==> src/sv/cdd_pkg.sv <==
`timescale 1ns / 1ps

package cdd_pkg;

  localparam int unsigned MaxYear  = 9999;
  localparam int unsigned Recip25  = 41944;  // ceil(2^20 / 25), exact for 14-bit years
  localparam int unsigned Recip25W = 16;
  localparam int unsigned RecipSh  = 20;

  localparam int unsigned YearW  = 14;
  localparam int unsigned MonthW = 4;
  localparam int unsigned DayW   = 5;
  localparam int unsigned CountW = 22;
  localparam int unsigned StepW  = 4;

  typedef logic [YearW-1:0]  year_t;
  typedef logic [MonthW-1:0] month_t;
  typedef logic [DayW-1:0]   day_t;
  typedef logic [CountW-1:0] count_t;
  typedef logic [StepW-1:0]  step_t;

  typedef enum logic [1:0] {
    ST_OK      = 2'd0,
    ST_ORDER   = 2'd1,
    ST_INVALID = 2'd2
  } status_e;

  typedef enum logic {
    YSEL_START = 1'b0,
    YSEL_END   = 1'b1
  } year_sel_e;

  typedef enum logic [2:0] {
    OP_NONE,
    OP_SET_LEAP_S,
    OP_SET_LEAP_E,
    OP_ADD_MONTH,
    OP_FINISH,
    OP_FAIL_DATE,
    OP_FAIL_ORDER
  } op_e;

  typedef enum logic [2:0] {
    C_NEVER,
    C_ALWAYS,
    C_INVALID,
    C_AFTER,
    C_SAME_MONTH,
    C_NO_WRAP
  } cond_e;

  typedef struct packed {
    year_sel_e ysel;
    op_e       op;
    cond_e     cond;
    step_t     target;
  } ucode_t;

  typedef struct packed {
    logic      load;
    year_sel_e ysel;
    op_e       op;
  } ctrl_t;

  typedef struct packed {
    logic invalid;
    logic after;
    logic same_month;
    logic no_wrap;
  } flags_t;

  localparam step_t StepIdle      = 4'd0;
  localparam step_t StepLeapStart = 4'd1;
  localparam step_t StepLeapEnd   = 4'd2;
  localparam step_t StepLatchEnd  = 4'd3;
  localparam step_t StepCheckDate = 4'd4;
  localparam step_t StepCheckOrd  = 4'd5;
  localparam step_t StepLoop      = 4'd6;
  localparam step_t StepAddMonth  = 4'd7;
  localparam step_t StepNewYear   = 4'd8;
  localparam step_t StepNewLeap   = 4'd9;
  localparam step_t StepFinish    = 4'd10;
  localparam step_t StepFailDate  = 4'd11;
  localparam step_t StepFailOrd   = 4'd12;

  localparam month_t MonthJan = 4'd1;
  localparam month_t MonthFeb = 4'd2;
  localparam month_t MonthDec = 4'd12;

  function automatic ucode_t ucode_rom(input step_t a);
    ucode_t w;
    w = '{ysel: YSEL_START, op: OP_NONE, cond: C_ALWAYS, target: StepIdle};
    case (a)
      StepLeapStart: w = '{YSEL_START, OP_NONE,       C_NEVER,      StepIdle};
      StepLeapEnd:   w = '{YSEL_END,   OP_SET_LEAP_S, C_NEVER,      StepIdle};
      StepLatchEnd:  w = '{YSEL_START, OP_SET_LEAP_E, C_NEVER,      StepIdle};
      StepCheckDate: w = '{YSEL_START, OP_NONE,       C_INVALID,    StepFailDate};
      StepCheckOrd:  w = '{YSEL_START, OP_NONE,       C_AFTER,      StepFailOrd};
      StepLoop:      w = '{YSEL_START, OP_NONE,       C_SAME_MONTH, StepFinish};
      StepAddMonth:  w = '{YSEL_START, OP_ADD_MONTH,  C_NO_WRAP,    StepLoop};
      StepNewYear:   w = '{YSEL_START, OP_NONE,       C_NEVER,      StepIdle};
      StepNewLeap:   w = '{YSEL_START, OP_SET_LEAP_S, C_ALWAYS,     StepLoop};
      StepFinish:    w = '{YSEL_START, OP_FINISH,     C_ALWAYS,     StepIdle};
      StepFailDate:  w = '{YSEL_START, OP_FAIL_DATE,  C_ALWAYS,     StepIdle};
      StepFailOrd:   w = '{YSEL_START, OP_FAIL_ORDER, C_ALWAYS,     StepIdle};
      default:       w = '{YSEL_START, OP_NONE,       C_ALWAYS,     StepIdle};
    endcase
    return w;
  endfunction

  function automatic day_t days_in_month(input month_t m, input logic leap);
    day_t d;
    case (m)
      MonthFeb:               d = leap ? 5'd29 : 5'd28;
      4'd4, 4'd6, 4'd9, 4'd11: d = 5'd30;
      default:                d = 5'd31;
    endcase
    return d;
  endfunction

  function automatic logic date_ok(input year_t y, input month_t m, input day_t d,
                                   input logic leap);
    logic ok;
    ok = (y != '0) && (y <= year_t'(MaxYear)) && (m >= MonthJan) && (m <= MonthDec) &&
         (d != '0) && (d <= days_in_month(m, leap));
    return ok;
  endfunction

endpackage

==> src/sv/cdd_leap.sv <==
`timescale 1ns / 1ps

module cdd_leap
  import cdd_pkg::*;
(
  input  logic  clk_i,
  input  year_t year_i,
  output logic  leap_o
);

  localparam int unsigned ProdW = YearW + Recip25W;
  localparam int unsigned QuotW = ProdW - RecipSh;

  year_t              year_q;
  logic [ProdW-1:0]   prod_q;
  logic [QuotW-1:0]   quot;
  year_t              times25;
  year_t              rem25;

  always_ff @(posedge clk_i) begin
    year_q <= year_i;
    prod_q <= ProdW'(year_i) * ProdW'(Recip25);
  end

  // year mod 25 from the registered reciprocal product
  assign quot    = prod_q[ProdW-1:RecipSh];
  assign times25 = YearW'({quot, 4'b0000}) + YearW'({quot, 3'b000}) + YearW'(quot);
  assign rem25   = year_q - times25;

  assign leap_o = (year_q[1:0] == 2'b00) && ((rem25 != '0) || (year_q[3:0] == 4'b0000));

endmodule

==> src/sv/cdd_datapath.sv <==
`timescale 1ns / 1ps

module cdd_datapath
  import cdd_pkg::*;
(
  input  logic   clk_i,
  input  logic   rst_ni,
  input  ctrl_t  ctrl_i,
  input  logic   cfg_we_i,
  input  logic   cfg_wdata_i,
  input  year_t  start_year_i,
  input  month_t start_month_i,
  input  day_t   start_day_i,
  input  year_t  end_year_i,
  input  month_t end_month_i,
  input  day_t   end_day_i,
  output flags_t flags_o,
  output logic   done_o,
  output count_t day_count_o,
  output logic [1:0] status_o
);

  year_t   cy_q, ey_q;
  month_t  cm_q, em_q;
  day_t    cd_q, ed_q;
  count_t  cnt_q;
  logic    leap_s_q, leap_e_q;
  logic    inc_q;
  logic    done_q;
  count_t  count_q;
  status_e status_q;
  logic    leap;
  year_t   leap_year;

  assign leap_year = (ctrl_i.ysel == YSEL_END) ? ey_q : cy_q;

  cdd_leap u_leap (
    .clk_i  (clk_i),
    .year_i (leap_year),
    .leap_o (leap)
  );

  always_ff @(posedge clk_i or negedge rst_ni) begin
    if (!rst_ni) begin
      inc_q  <= 1'b0;
      done_q <= 1'b0;
    end else begin
      if (cfg_we_i) begin
        inc_q <= cfg_wdata_i;
      end
      done_q <= (ctrl_i.op == OP_FINISH) || (ctrl_i.op == OP_FAIL_DATE) ||
                (ctrl_i.op == OP_FAIL_ORDER);
    end
  end

  always_ff @(posedge clk_i) begin
    if (ctrl_i.load) begin
      cy_q  <= start_year_i;
      cm_q  <= start_month_i;
      cd_q  <= start_day_i;
      ey_q  <= end_year_i;
      em_q  <= end_month_i;
      ed_q  <= end_day_i;
      cnt_q <= '0;
    end
    case (ctrl_i.op)
      OP_SET_LEAP_S: leap_s_q <= leap;
      OP_SET_LEAP_E: leap_e_q <= leap;
      OP_ADD_MONTH: begin
        cnt_q <= cnt_q + count_t'(days_in_month(cm_q, leap_s_q));
        if (cm_q == MonthDec) begin
          cm_q <= MonthJan;
          cy_q <= cy_q + year_t'(1);
        end else begin
          cm_q <= cm_q + month_t'(1);
        end
      end
      OP_FINISH: begin
        count_q  <= cnt_q + count_t'(ed_q) - count_t'(cd_q) + count_t'(inc_q);
        status_q <= ST_OK;
      end
      OP_FAIL_DATE: begin
        count_q  <= '0;
        status_q <= ST_INVALID;
      end
      OP_FAIL_ORDER: begin
        count_q  <= '0;
        status_q <= ST_ORDER;
      end
      default: ;
    endcase
  end

  assign flags_o.invalid    = !date_ok(cy_q, cm_q, cd_q, leap_s_q) ||
                              !date_ok(ey_q, em_q, ed_q, leap_e_q);
  assign flags_o.after      = {cy_q, cm_q, cd_q} > {ey_q, em_q, ed_q};
  assign flags_o.same_month = (cy_q == ey_q) && (cm_q == em_q);
  assign flags_o.no_wrap    = (cm_q != MonthDec);

  assign done_o      = done_q;
  assign day_count_o = count_q;
  assign status_o    = status_q;

endmodule

==> src/sv/cdd_sequencer.sv <==
`timescale 1ns / 1ps

module cdd_sequencer
  import cdd_pkg::*;
(
  input  logic   clk_i,
  input  logic   rst_ni,
  input  logic   start_i,
  input  flags_t flags_i,
  output ctrl_t  ctrl_o,
  output logic   busy_o
);

  step_t  upc_q, upc_d;
  ucode_t uw;
  logic   take;

  assign uw = ucode_rom(upc_q);

  always_comb begin
    case (uw.cond)
      C_NEVER:      take = 1'b0;
      C_ALWAYS:     take = 1'b1;
      C_INVALID:    take = flags_i.invalid;
      C_AFTER:      take = flags_i.after;
      C_SAME_MONTH: take = flags_i.same_month;
      C_NO_WRAP:    take = flags_i.no_wrap;
      default:      take = 1'b1;
    endcase

    if (upc_q == StepIdle) begin
      upc_d = start_i ? StepLeapStart : StepIdle;
    end else if (take) begin
      upc_d = uw.target;
    end else begin
      upc_d = upc_q + step_t'(1);
    end

    ctrl_o.load = (upc_q == StepIdle) && start_i;
    ctrl_o.ysel = uw.ysel;
    ctrl_o.op   = (upc_q == StepIdle) ? OP_NONE : uw.op;
  end

  always_ff @(posedge clk_i or negedge rst_ni) begin
    if (!rst_ni) begin
      upc_q <= StepIdle;
    end else begin
      upc_q <= upc_d;
    end
  end

  assign busy_o = (upc_q != StepIdle);

endmodule

==> src/sv/calendar_day_difference_unit.sv <==
`timescale 1ns / 1ps
// From accept to done_o, a valid ordered pair walks the month loop once per month boundary
// crossed and recomputes the start leap flag at each year boundary crossed. Invalid dates
// fail at the date check and reversed dates at the order check. One word at a time: busy_o
// is high until the result strobe; the next word can start in the cycle done_o is high.
// done_o is a one-cycle strobe; the receiver cannot stall. Reset clears include_end_day.
module calendar_day_difference_unit
  import cdd_pkg::*;
(
  input  logic         clk_i,
  input  logic         rst_ni,
  input  logic         start_i,
  output logic         busy_o,
  input  logic         cfg_we_i,
  input  logic         cfg_wdata_i,
  input  logic [13:0]  start_year_i,
  input  logic [3:0]   start_month_i,
  input  logic [4:0]   start_day_i,
  input  logic [13:0]  end_year_i,
  input  logic [3:0]   end_month_i,
  input  logic [4:0]   end_day_i,
  output logic         done_o,
  output logic [21:0]  day_count_o,
  output logic [1:0]   status_o
);

  ctrl_t  ctrl;
  flags_t flags;

  cdd_sequencer u_seq (
    .clk_i   (clk_i),
    .rst_ni  (rst_ni),
    .start_i (start_i),
    .flags_i (flags),
    .ctrl_o  (ctrl),
    .busy_o  (busy_o)
  );

  cdd_datapath u_dp (
    .clk_i         (clk_i),
    .rst_ni        (rst_ni),
    .ctrl_i        (ctrl),
    .cfg_we_i      (cfg_we_i),
    .cfg_wdata_i   (cfg_wdata_i),
    .start_year_i  (start_year_i),
    .start_month_i (start_month_i),
    .start_day_i   (start_day_i),
    .end_year_i    (end_year_i),
    .end_month_i   (end_month_i),
    .end_day_i     (end_day_i),
    .flags_o       (flags),
    .done_o        (done_o),
    .day_count_o   (day_count_o),
    .status_o      (status_o)
  );

  a_done_single: assert property (@(posedge clk_i) disable iff (!rst_ni)
    done_o |=> !done_o)
    else $error("result strobe held for more than one cycle");

  a_start_busy: assert property (@(posedge clk_i) disable iff (!rst_ni)
    (start_i && !busy_o) |=> (busy_o && !done_o))
    else $error("accepted word did not start the sequence");

  a_fail_zero: assert property (@(posedge clk_i) disable iff (!rst_ni)
    (done_o && (status_o != ST_OK)) |-> (day_count_o == '0))
    else $error("failed word returned a nonzero count");

  a_done_idle: assert property (@(posedge clk_i) disable iff (!rst_ni)
    done_o |-> !busy_o)
    else $error("result strobe while sequence still running");

endmodule

==> config.mk <==
export PLATFORM = sky130hd
export DESIGN_NAME = calendar_day_difference_unit
export DESIGN_NICKNAME = d
export VERILOG_FILES = /design/src/sv/cdd_pkg.sv /design/src/sv/cdd_leap.sv /design/src/sv/cdd_datapath.sv /design/src/sv/cdd_sequencer.sv /design/src/sv/calendar_day_difference_unit.sv
export SDC_FILE = /design/constraint.sdc
export NUM_CORES = 1
export LEC_CHECK = 0
export BUFFER_PORTS_ARGS = -buffer_cell sky130_fd_sc_hd__buf_2
export CAP_MARGIN = 20
export CELL_PAD_IN_SITES_DETAIL_PLACEMENT = 1
export CELL_PAD_IN_SITES_GLOBAL_PLACEMENT = 2
export CORE_MARGIN = 2
export CORE_UTILIZATION = 44
export DETAILED_ROUTE_END_ITERATION = 8
export PLACE_DENSITY_LB_ADDON = 0.1
export SKIP_CTS_REPAIR_TIMING = 1
export SYNTH_ARGS = -nofsm -noshare
export SYNTH_HDL_FRONTEND = slang
export SYNTH_SLANG_ARGS = --single-unit
==> constraint.sdc <==
create_clock -name clk_i -period 13.2 [get_ports clk_i]
set_clock_uncertainty 0.1 [all_clocks]
set_input_delay 2.64 -clock clk_i [delete_from_list [all_inputs] [get_ports clk_i]]
set_output_delay 2.64 -clock clk_i [all_outputs]
set_load 0.01 [all_outputs]
==> results.tsv <==
stage	metric	value	unit
timing	RSZ-0062 raised after global routing	no	
timing	Worst Tran Pin Value	0.981	ns
global_route	first-pass GRT wire length	48.3	mm
timing	Slew headroom	34.6	%
synth	top cell type's share of synthesized area	20.6	%
floorplan	number of core rows	59	
route	Detailed Route Iter0 Violations	330	
placed_design	gpl congestion	0.824	
placed_design	HPWL Detailed	24.2	mm
clocking	H-Tree Depth	4	
global_route	GR Overflow Total	0	
synth	Mapped Nets	1500	
timing	final hold vios	0	
critical_path	Worst setup SP type	flop	
critical_path	CP required	13.41	ns
synth	Seq/Total Area, Yosys	28.5	%
synth	XOR/XNOR share of the synthesized area	5.94	%
global_route	largest net degree at the start of global routing	34	
critical_path	CP Class	reg2reg	
final_layout	Layout area overhead	11.6	%
final_layout	Layout Nets	1582	
global_route	initial antenna violation count	1	
floorplan	Core ar.	0.0260	mm2
floorplan	Die Ht	167	um
timing	min Tclk post-route	7.43	ns
final_layout	most frequent cells in the layout	ha_1, inv_1, nor2_1	
global_route	gr busiest metal	met2	
global_route	gr usage total	21.7	%
synth	top area cells in the synthesized netlist	edfxtp_1, ha_1, fa_1	
synth	Synth Area in Compound Gates	11.9	%
synth	ys flop type	edfxtp_1	
clocking	Clock Tree Buf Depth	2	
final_layout	Reg area	0.00331	mm2
timing	f_max	0.135	GHz
floorplan	DIE AREA	0.0278	mm2
route	Post-route DRC	0	
worst_hold_path	Hold Crit Class	reg2reg	
floorplan	Starting Density	44.8	%
status	status	completed	
synth	Yosys reg bits	124	
synth	Mapped Cells	1181	
final_layout	share of post-route cells with drive strength above 1	10.7	%
final_layout	Antenna diodes	0	
final_layout	commonest non-fill, non-tap cell in the layout	ha_1	
synth	largest family of logic cells by synthesized area	adder cells	
clocking	CTS tree	built	
global_route	met1 Use GR	29.8	%
synth	Post-synth EDFFs	80	
timing	Final Cycle Share	56.3	%
route	WL/cell	18.1	um
critical_path	critical-path maximum fanout	20	
route	drt pass-1 iters	5	
synth	synthesized-area fraction occupied by adder cells	33.7	%
synth	synthesized area	0.0116	mm2
timing	fin. max-slew vios	0	
final_layout	area of the multi-input gates	0.00754	mm2
synth	Syn. warnings	0	
synth	Syn Area/Cell	9.86	um2
global_route	GRT met2 Usage	36.8	%
route	via/cell ratio	5.36	
clocking	clk_lat worst skew	0.43	ns
route	total number of vias	8643	
synth	simple logic cell fraction of the synthesized area	11.8	%
placed_design	IO Port Bufs	76	
clocking	Root Driver	clkbuf_16	
clocking	Worst-path clk slew	0.06	ns
global_route	met3 GRT Util	2.45	%
synth	FFs w/ async S/R, synth	4.84	%
synth	post-synth cell types	78	
route	remaining antenna violation count	0	
critical_path	crit end category	flop	
synth	cell taking the most area after synthesis	edfxtp_1	
floorplan	I/O pin count	77	
clocking	CTS buffer count	17	
job	max-cap viol count	0	
timing	Final setup violation count	0	
floorplan	Die W	167	um
final_layout	fill count	2954	
global_route	vias in the first global route	9339	
synth	post-synthesis mux area share	1.43	%
route	Post-Route WL	29.2	mm
critical_path	Worst EP arrival	7.63	ns
clocking	Num Clock Sinks	124	
timing	Fin Setup TNS	0	ns
-- synthesized netlist by cell type, types with 15 or more instances --
library cell and n:
nand3_1 30, ha_1 192, dfxtp_1 38, nand4_1 15
inv_1 184, fa_1 76, o21ai_0 41, xor2_1 27
nor3_1 19, a21oi_1 51, nor2_1 102, edfxtp_1 80
xnor2_1 52, nand2_1 67
-- critical path: stages (launching register included) --
cell      delay [ns]
dfrtp_1         0.56
inv_1           0.29
and3_1          0.84
mux2i_1         0.68
inv_1           0.28
xnor2_1         0.35
fa_1            0.51
fa_1            0.48
ha_1            0.33
fa_1            0.48
ha_1            0.29
o21a_1          0.12
o21ai_0         0.07
o311ai_0        0.72
a21oi_1         0.21
o31ai_1         0.52
a211o_1         0.25
a21oi_1         0.09
xnor2_1         0.12
-- flip-flops by register name, indices dropped and copies added (netlist names), 2 cells and up --
signal and cells:
u_dp.cnt_q 22, u_dp.day_count_o 22, u_dp.cy_q 14, u_dp.ey_q 14, u_dp.u_leap.year_q 14, u_dp.u_leap.prod_q 10
u_dp.cd_q 5, u_dp.ed_q 5, u_dp.cm_q 4, u_dp.em_q 4, u_seq.upc_q 4, u_dp.status_o 2
-- cell families after synthesis --
| logic type | Yosys count |
|---|---|
| DFF | 124 |
| xor gates and xnor gates | 79 |
| muxes | 15 |
| adders and majority gates | 268 |
| and+or+nand+nor | 291 |
| buffers and inverters | 203 |
| AOI/OAI and AO/OA | 201 |
-- through the flow --
| stage | worst slack [ns] | util, % | instance area [um2] | hold WS, ns | cells |
|---|---|---|---|---|---|
| final | 5.77 | 50.0 | 13000 | 0.455 | 1611 |
| after global routing | 5.22 | 50.0 | 13000 | 0.505 | 1611 |
| after CTS | 5.78 | 50.0 | 13000 | 0.463 | 1611 |
| after detailed placement | 5.83 | 47.7 | 12400 | 0.450 | 1579 |
| after global placement | 6.08 | 47.7 | 12400 | 0.417 | 1579 |
| after floorplan | 7.19 | - | 11600 | 0.384 | 1181 |
-- layout make-up --
cell class | instances | area share (%)
Multi-Input combinational cell | 854 | 58.0
Clock inverter | 14 | 1.40
Inverter | 185 | 5.34
Sequential cell | 124 | 25.5
Timing Repair Buffer | 81 | 3.22
Clock buffer | 18 | 3.30
Tap cell | 335 | 3.23
-- layer usage --
layer | vias to the layer above | share of wire, % | wire, um
li1 | 4246 | - | -
met3 | 29 | 2.6 | 772
met5 | - | 0 | 0
met2 | 129 | 48 | 13900
met4 | 0 | 1.3 | 374
met1 | 4239 | 49 | 14200
-- path summary, 6_finish.rpt --
kind                                      from                endpoint  slack (ns)  cells past startpoint
worst max-delay path            u_seq.upc_q[2]  u_dp.u_leap.prod_q[28]        5.77                     18
worst min-delay path                u_dp.inc_q              u_dp.inc_q        0.46                      1
worst max register to register  u_seq.upc_q[2]  u_dp.u_leap.prod_q[28]        5.77                     18
worst min register to register      u_dp.inc_q              u_dp.inc_q        0.46                      1
max in group asynchronous               rst_ni             u_dp.done_o       10.86                      1
min in group asynchronous               rst_ni              u_dp.inc_q        1.96                      1
Power is left out: the tool's default activity adds up to more than one toggle a clock period on the data nets, which glitch-free logic cannot reach.
